### config.mk
export PLATFORM = sky130hd
export DESIGN_NAME = llge_nbr_acc
export DESIGN_NICKNAME = d
export VERILOG_FILES = /design/src/sv/llge_pkg.sv /design/src/sv/llge_nbr_acc.sv
export SDC_FILE = /design/constraint.sdc
export NUM_CORES = 1
export LEC_CHECK = 0
export ABC_AREA = 1
export BUFFER_PORTS_ARGS = -buffer_cell sky130_fd_sc_hd__buf_2
export CAP_MARGIN = 20
export CORE_ASPECT_RATIO = 1.2
export CORE_MARGIN = 1
export CORE_UTILIZATION = 42
export DETAILED_ROUTE_END_ITERATION = 16
export GPL_ROUTABILITY_DRIVEN = 0
export GPL_TIMING_DRIVEN = 1
export PLACE_DENSITY = 0.8
export SLEW_MARGIN = 10
export SYNTH_ARGS = -nofsm -noshare
export SYNTH_HDL_FRONTEND = slang
export SYNTH_SLANG_ARGS = --single-unit
### constraint.sdc
create_clock -name clock -period 1.4 [get_ports clock]
set_clock_uncertainty 0.05 [all_clocks]
set_input_delay 0.07 -clock clock [delete_from_list [all_inputs] [get_ports clock]]
set_output_delay 0.07 -clock clock [all_outputs]
set_load 0.02 [all_outputs]
### src/sv/llge_pkg.sv
package llge_pkg;

   localparam int MAX_AXIS_DEF   = 32;
   localparam int NUM_AXES_DEF   = 3;
   localparam int STATE_BITS_DEF = 8;

   localparam int MASK_BITS   = 27;
   localparam int SIZE_BITS   = 6;
   localparam int GENS_BITS   = 8;
   localparam int POS_BITS    = 5;
   localparam int NEWST_BITS  = 8;
   localparam int POP_BITS    = 16;
   localparam int CSR_IDX_BITS = 3;

   // neighbor scan: 27 reads, then one drain step and one write-back step
   localparam int NBR_READS  = 27;
   localparam int PHASE_BITS = 5;

   typedef enum logic [1:0] {
      REQ_WRITE   = 2'd0,
      REQ_READ    = 2'd1,
      REQ_ADVANCE = 2'd2,
      REQ_NONE    = 2'd3
   } llge_req_type;

   typedef enum logic [CSR_IDX_BITS-1:0] {
      CSR_SIZE_X  = 3'd0,
      CSR_SIZE_Y  = 3'd1,
      CSR_SIZE_Z  = 3'd2,
      CSR_BORN    = 3'd3,
      CSR_SURVIVE = 3'd4,
      CSR_GENS    = 3'd5
   } llge_csr_type;

   typedef enum logic [2:0] {
      S_CLEAR,
      S_IDLE,
      S_RD_WAIT,
      S_GEN,
      S_RESP
   } llge_state_type;

   typedef struct packed {
      logic issue;
      logic center;
      logic start;
   } llge_nbr_ctl_type;

endpackage

### src/sv/llge_nbr_acc.sv
module llge_nbr_acc
   import llge_pkg::*;
(
   input  logic                   clock,
   input  logic                   reset,
   input  llge_nbr_ctl_type       ctl,
   input  logic                   rdata_live,
   input  logic [MASK_BITS-1:0]   born_mask,
   input  logic [MASK_BITS-1:0]   survive_mask,
   output logic                   next_alive
);

   logic                  issue_ff, issue_in;
   logic                  center_ff, center_in;
   logic [PHASE_BITS-1:0] cnt_ff, cnt_in;
   logic                  live_ff, live_in;

   always_comb begin
      issue_in  = ctl.issue;
      center_in = ctl.center;
      cnt_in    = cnt_ff;
      live_in   = live_ff;
      // read data arrives in the cycle after its address is issued
      if (issue_ff && rdata_live) begin
         if (center_ff) begin
            live_in = 1'b1;
         end else begin
            cnt_in = cnt_ff + PHASE_BITS'(1);
         end
      end
      if (ctl.start) begin
         cnt_in  = '0;
         live_in = 1'b0;
      end
   end

   always_ff @(posedge clock) begin
      if (reset) begin
         issue_ff  <= 1'b0;
         center_ff <= 1'b0;
         cnt_ff    <= '0;
         live_ff   <= 1'b0;
      end else begin
         issue_ff  <= issue_in;
         center_ff <= center_in;
         cnt_ff    <= cnt_in;
         live_ff   <= live_in;
      end
   end

   assign next_alive = live_ff ? survive_mask[cnt_ff] : born_mask[cnt_ff];

endmodule

==> run summary, run 1 <==
status: complete, but fails checks
failing checks: negative setup slack
first-pass GRT wire length: 5130 µm
Hold Crit Start: rdata_live
Arr. time, crit path: 1.60 ns
Die X: 45.6 µm
initial DRC count: 53
CP Launch Type: register
Worst Path Class, Setup: reg2out
Final Hold Fails: 0
Final Instance Count excl. Fillers: 289
mapped cell area: 956 µm²
vias in the first global route: 1307
Worst-path clk slew: 0.05 ns
worst-margin pin slew: 0.334 ns
most frequent cells in the layout: 64 x nand2_1, 59 x buf_2, 22 x nand3_1
Post-DP HPWL: 2190 µm
sequential area share after synthesis: 0.168
headroom to the max-slew limit: 0.776
share of cells above drive strength 1: 0.417
total track usage: 0.278
unrepaired setup endpoints after global routing: yes
worst skew pair latency: 0.25 ns
FILL cells: 175
CTS H-tree lvls: 1
Post-Syn Instances: 181
CTS tree: yes
Buffers on Ports: 60
Worst setup EP type: output pin
DIE AREA: 0.00247 mm²
setup slack, reg-to-reg: -0.09 ns
vias: 1439
Yosys reg bits: 8
Rows: 18
peak supply drop: 645 µV
Cells on Worst Hold Path: 3
nets: 322
WL per Instance: 11.8 µm
Root Driver: clkbuf_4
Max Cap Viol: 0
Register Area: 165 µm²
Pins Over Slew Limit: 0
YS warnings: 0
antenna viol nets, final: 0
Hold Path Class: in2reg
fmax: 582 MHz
routed wire length: 3420 µm
ANT cells: 0
Synth Net Count: 242
most common cell after layout, fill and taps aside: nand2_1
Min Clock Period, post-route: 1.72 ns
leak pwr: 0.886 nW
Worst R2R End: cnt_ff[4]
clk buf depth: 2
WP data required: 1.28 ns
Design Power: 650 µW
gr ovfl total: 0
Pwr Density: 403 mW/mm²
CTS Buf Count: 3
crit-path max FO: 5
largest net degree at the start of global routing: 18
synth-to-layout area growth: 68.8%
DR vias/cell: 4.98
fin util: 0.771
multi-input logic area: 733 µm²
Reg-to-Reg Start: cnt_ff[0]
r2r worst-path depth: 9
initial antenna violation count: 0
Initial Utilization: 0.456
Ports: 61
Min-Delay Endpoint: live_ff
core area: 0.00209 mm²
dpl cells: 279
Final TNS setup: -0.454 ns
Synth Area per Inst: 5.28 µm²
DRC: 0
setup violators final: 3
crit share post-route: 1.23
first drt pass iteration count: 4
Sink Count: 8
Setup WS post-layout: -0.318 ns
Synth cell types: 21
Die Ht: 54.3 µm
power breakdown:
| part | internal, mW | total [mW] | leakage [nW] | switching, mW |
|---|---|---|---|---|
| logic | 0.132 | 0.241 | 0.806 | 0.109 |
| clock network | 0.0979 | 0.173 | 0.0138 | 0.0751 |
| registers | 0.231 | 0.236 | 0.0663 | 0.00490 |
per-stage QoR:
step / setup slack [ns] / instance area [µm²] / hold slack (ns)
after CTS: -0.250 / 1500 / 0.0296
final: -0.318 / 1610 / 0.0327
after global placement: -0.0423 / 1370 / 0.209
after floorplan: 0.106 / 956 / 0.0912
after global routing: -0.445 / 1610 / 0.0595
after detailed placement: -0.0690 / 1370 / 0.211
cell type report:
| class | count | share of cell area |
|---|---|---|
| Timing Repair Buffer | 82 | 0.347 |
| Multi-Input combinational cell | 144 | 0.454 |
| Tap cell | 30 | 0.0233 |
| Inverter | 22 | 0.0589 |
| Clock buffer | 3 | 0.0140 |
| Sequential cell | 8 | 0.102 |
routing by layer:
layer  part of all wire  up-vias  track usage
met5                  0        -            0
met4              0.014        0       0.0505
met3              0.056        6       0.0495
met2               0.53       66        0.538
met1               0.40      641        0.309
li1                   -      726            -
state kept, by name, indices dropped and copies added (netlist names):
register   count
issue_ff       1
cnt_ff         5
live_ff        1
center_ff      1
cells in the mapped netlist:
cell type,n,area share
a21oi_1,9,0.047
buf_2,1,0.0052
buf_4,1,0.0079
buf_6,4,0.047
buf_8,1,0.016
dfxtp_1,8,0.17
ha_1,1,0.013
inv_1,20,0.079
inv_2,1,0.0039
inv_8,1,0.012
nand2_1,67,0.26
nand2_2,3,0.020
nand3_1,25,0.13
nand3b_1,3,0.024
nor2_1,23,0.090
nor3_1,1,0.0052
nor4_1,1,0.0065
o21ai_0,6,0.031
o21ai_1,3,0.016
or2_0,1,0.0065
xor2_1,1,0.0092
worst max-delay path by stage:
stage / from / to / slack, ns
floorplan: cnt_ff[0] / next_alive / 0.11
global placement: cnt_ff[1] / next_alive / -0.04
detailed placement: cnt_ff[1] / next_alive / -0.07
CTS: cnt_ff[0] / next_alive / -0.25
global route: cnt_ff[0] / next_alive / -0.44
finish: cnt_ff[0] / next_alive / -0.32
kinds of logic (layout without fill, tap and decap cells):
| family | after synthesis | after routing | synth area share |
|---|---|---|---|
| buffers and inverters | 29 | 107 | 0.170 |
| adders and majority gates | 1 | 1 | 0.0131 |
| AOI/OAI and AO/OA | 18 | 18 | 0.0942 |
| DFF | 8 | 8 | 0.168 |
| xor gates and xnor gates | 1 | 1 | 0.00916 |
| and+or+nand+nor | 124 | 124 | 0.546 |
worst max-delay path: stages (launching register included):
cell and delay (ns):
dfxtp_4 0.45, buf_4 0.16, nand2_1 0.06, nand3_1 0.11
nand2_1 0.06, a21oi_1 0.12, nand3_1 0.08, nand3_1 0.08
nand2_1 0.08, buf_6 0.14
repair_timing:
action	4_1_cts	5_1_grt
endpoints found under the setup margin	2	4
gates resized for setup	19	23
hold buffers	3	0
endpoints found under the hold margin	2	0
buffers inserted	2	1
gates cloned	1	1
pin swaps	7	13
(Power assumes the default switching activity.)
==> run 2, diff against run 1 <==
- CORE_MARGIN: 1 -> not set
- clock period: 1.4 -> 1.7 ns (I/O delays scaled with it)
==> run summary, run 2 (synthesized netlist as in run 1, its figures left out) <==
synth-to-layout area growth: 48.2%
CTS H-tree lvls: 1
most common cell after layout, fill and taps aside: nand2_1
CTS tree: yes
ANT cells: 0
switch share: 0.279
WL per Instance: 10.4 µm
dpl cells: 268
gr ovfl total: 0
CP Launch Type: register
Setup WS post-layout: -0.0289 ns
Worst Path Class, Setup: reg2out
peak supply drop: 498 µV
fmax: 578 MHz
Sink Count: 8
DIE AREA: 0.00247 mm²
vias: 1346
antenna viol nets, final: 0
DRC: 0
Rows: 18
initial DRC count: 35
core area: 0.00209 mm²
share of cells above drive strength 1: 0.335
first drt pass iteration count: 4
worst-margin pin slew: 0.316 ns
routed wire length: 2890 µm
fin util: 0.676
DR vias/cell: 4.84
Design Power: 503 µW
largest net degree at the start of global routing: 33
Ports: 61
Pwr Density: 355 mW/mm²
clk buf depth: 2
sequential power share: 0.386
Top reg by flops: cnt_ff
vias in the first global route: 1096
leak pwr: 0.803 nW
Root Driver: clkbuf_4
initial antenna violation count: 0
Buffers on Ports: 60
Final TNS setup: -0.0289 ns
nets: 311
Post-DP HPWL: 2060 µm
total track usage: 0.222
combinational power share: 0.333
switching power: 140 µW
Hold Slack: 0.0571 ns
Internal: 363 µW
first-pass GRT wire length: 4110 µm
Arr. time, crit path: 1.59 ns
Max Cap Viol: 0
setup violators final: 1
Hold Path Class: in2reg
Min Clock Period, post-route: 1.73 ns
Die X: 45.6 µm
Worst setup EP type: output pin
Clock power frac: 0.281
CTS Buf Count: 3
crit share post-route: 1.02
unrepaired setup endpoints after global routing: yes
Initial Utilization: 0.456
Final Instance Count excl. Fillers: 278
crit-path max FO: 8
failing checks: negative setup slack
most frequent cells in the layout: 66 x nand2_1, 59 x buf_2, 23 x nand3_1
max reg flops: 5
Pins Over Slew Limit: 0
Final Hold Fails: 0
Worst-path clk slew: 0.06 ns
WP data required: 1.56 ns
worst skew pair latency: 0.25 ns
headroom to the max-slew limit: 0.789
status: complete, but fails checks
Die Ht: 54.3 µm
## run 2: cell count changes in the layout (fill, tap and decap cells not counted), moves of 2 or more
cell / previous run / this run
nand2_4: 3 / 0
nor2_1: 18 / 22
inv_6: 0 / 2
buf_4: 10 / 2
o21ai_0: 2 / 5
o21ai_2: 3 / 0
inv_2: 3 / 1
nor2_2: 2 / 0
nand2_1: 64 / 66
nor2_4: 3 / 1
buf_6: 6 / 3
inv_1: 18 / 20
## run 2: final timing paths
kind / depth (start not counted) / end / slack (ns) / from
setup / recovery: 11 / next_alive / -0.03 / cnt_ff[0]
hold / removal: 3 / live_ff / 0.06 / rdata_live
setup reg to reg: 7 / cnt_ff[4] / 0.24 / cnt_ff[0]
hold reg to reg: 2 / live_ff / 0.42 / center_ff
## run 2: through the flow
stage	area (µm²)	worst slack, ns
floorplan	956	0.391
CTS	1320	0.00702
global route	1420	-0.141
finish	1420	-0.0289
detailed placement	1250	0.0969
global placement	1250	0.115
## run 2: timing repair
item	CTS	global route
setup buffers	0	1
gates resized for setup	6	13
hold buffers	3	0
pin swaps	0	4
cloned	0	3
endpoints found under the setup margin	1	1
hold endpoints to repair	2	0
## run 2: cell type report
type                    instances  area [µm²]
fillers                       221         678
clock buffers                   3        22.5
repair buffers                 69         419
inverters                      22        95.1
well taps                      30        37.5
repair inverters                2        17.5
flip-flops and latches          8         168
multi-input cells             144         657
## run 2: power by group through the flow
stage | Clock, mW | Sequential (mW) | Combinational (mW)
6_report | 0.141 | 0.194 | 0.167
5_1_grt | 0.149 | 0.194 | 0.189
4_1_cts | 0.143 | 0.194 | 0.156
3_5_place_dp | 0 | 0.198 | 0.150
3_3_place_gp | 0 | 0.198 | 0.149
2_1_floorplan | 0 | 0.197 | 0.0738
## run 2: critical path: stages, from the launching register on
cell and delay, ns:
dfxtp_4 0.46, buf_6 0.14, inv_6 0.04, nand2_1 0.05, nand2_1 0.07, nor2_1 0.12
nor2_1 0.06, nand2_1 0.07, nand3_1 0.09, nand3_2 0.07, nand2_2 0.05, buf_6 0.12
## run 2: routing by layer
layer | wire, µm | up-vias | track usage | share of wire
met5 | 0 | - | 0 | 0
met1 | 1130 | 584 | 0.238 | 0.39
met4 | 28 | 0 | 0.0556 | 0.0097
met3 | 202 | 4 | 0.0132 | 0.070
li1 | - | 702 | - | -
met2 | 1530 | 56 | 0.452 | 0.53
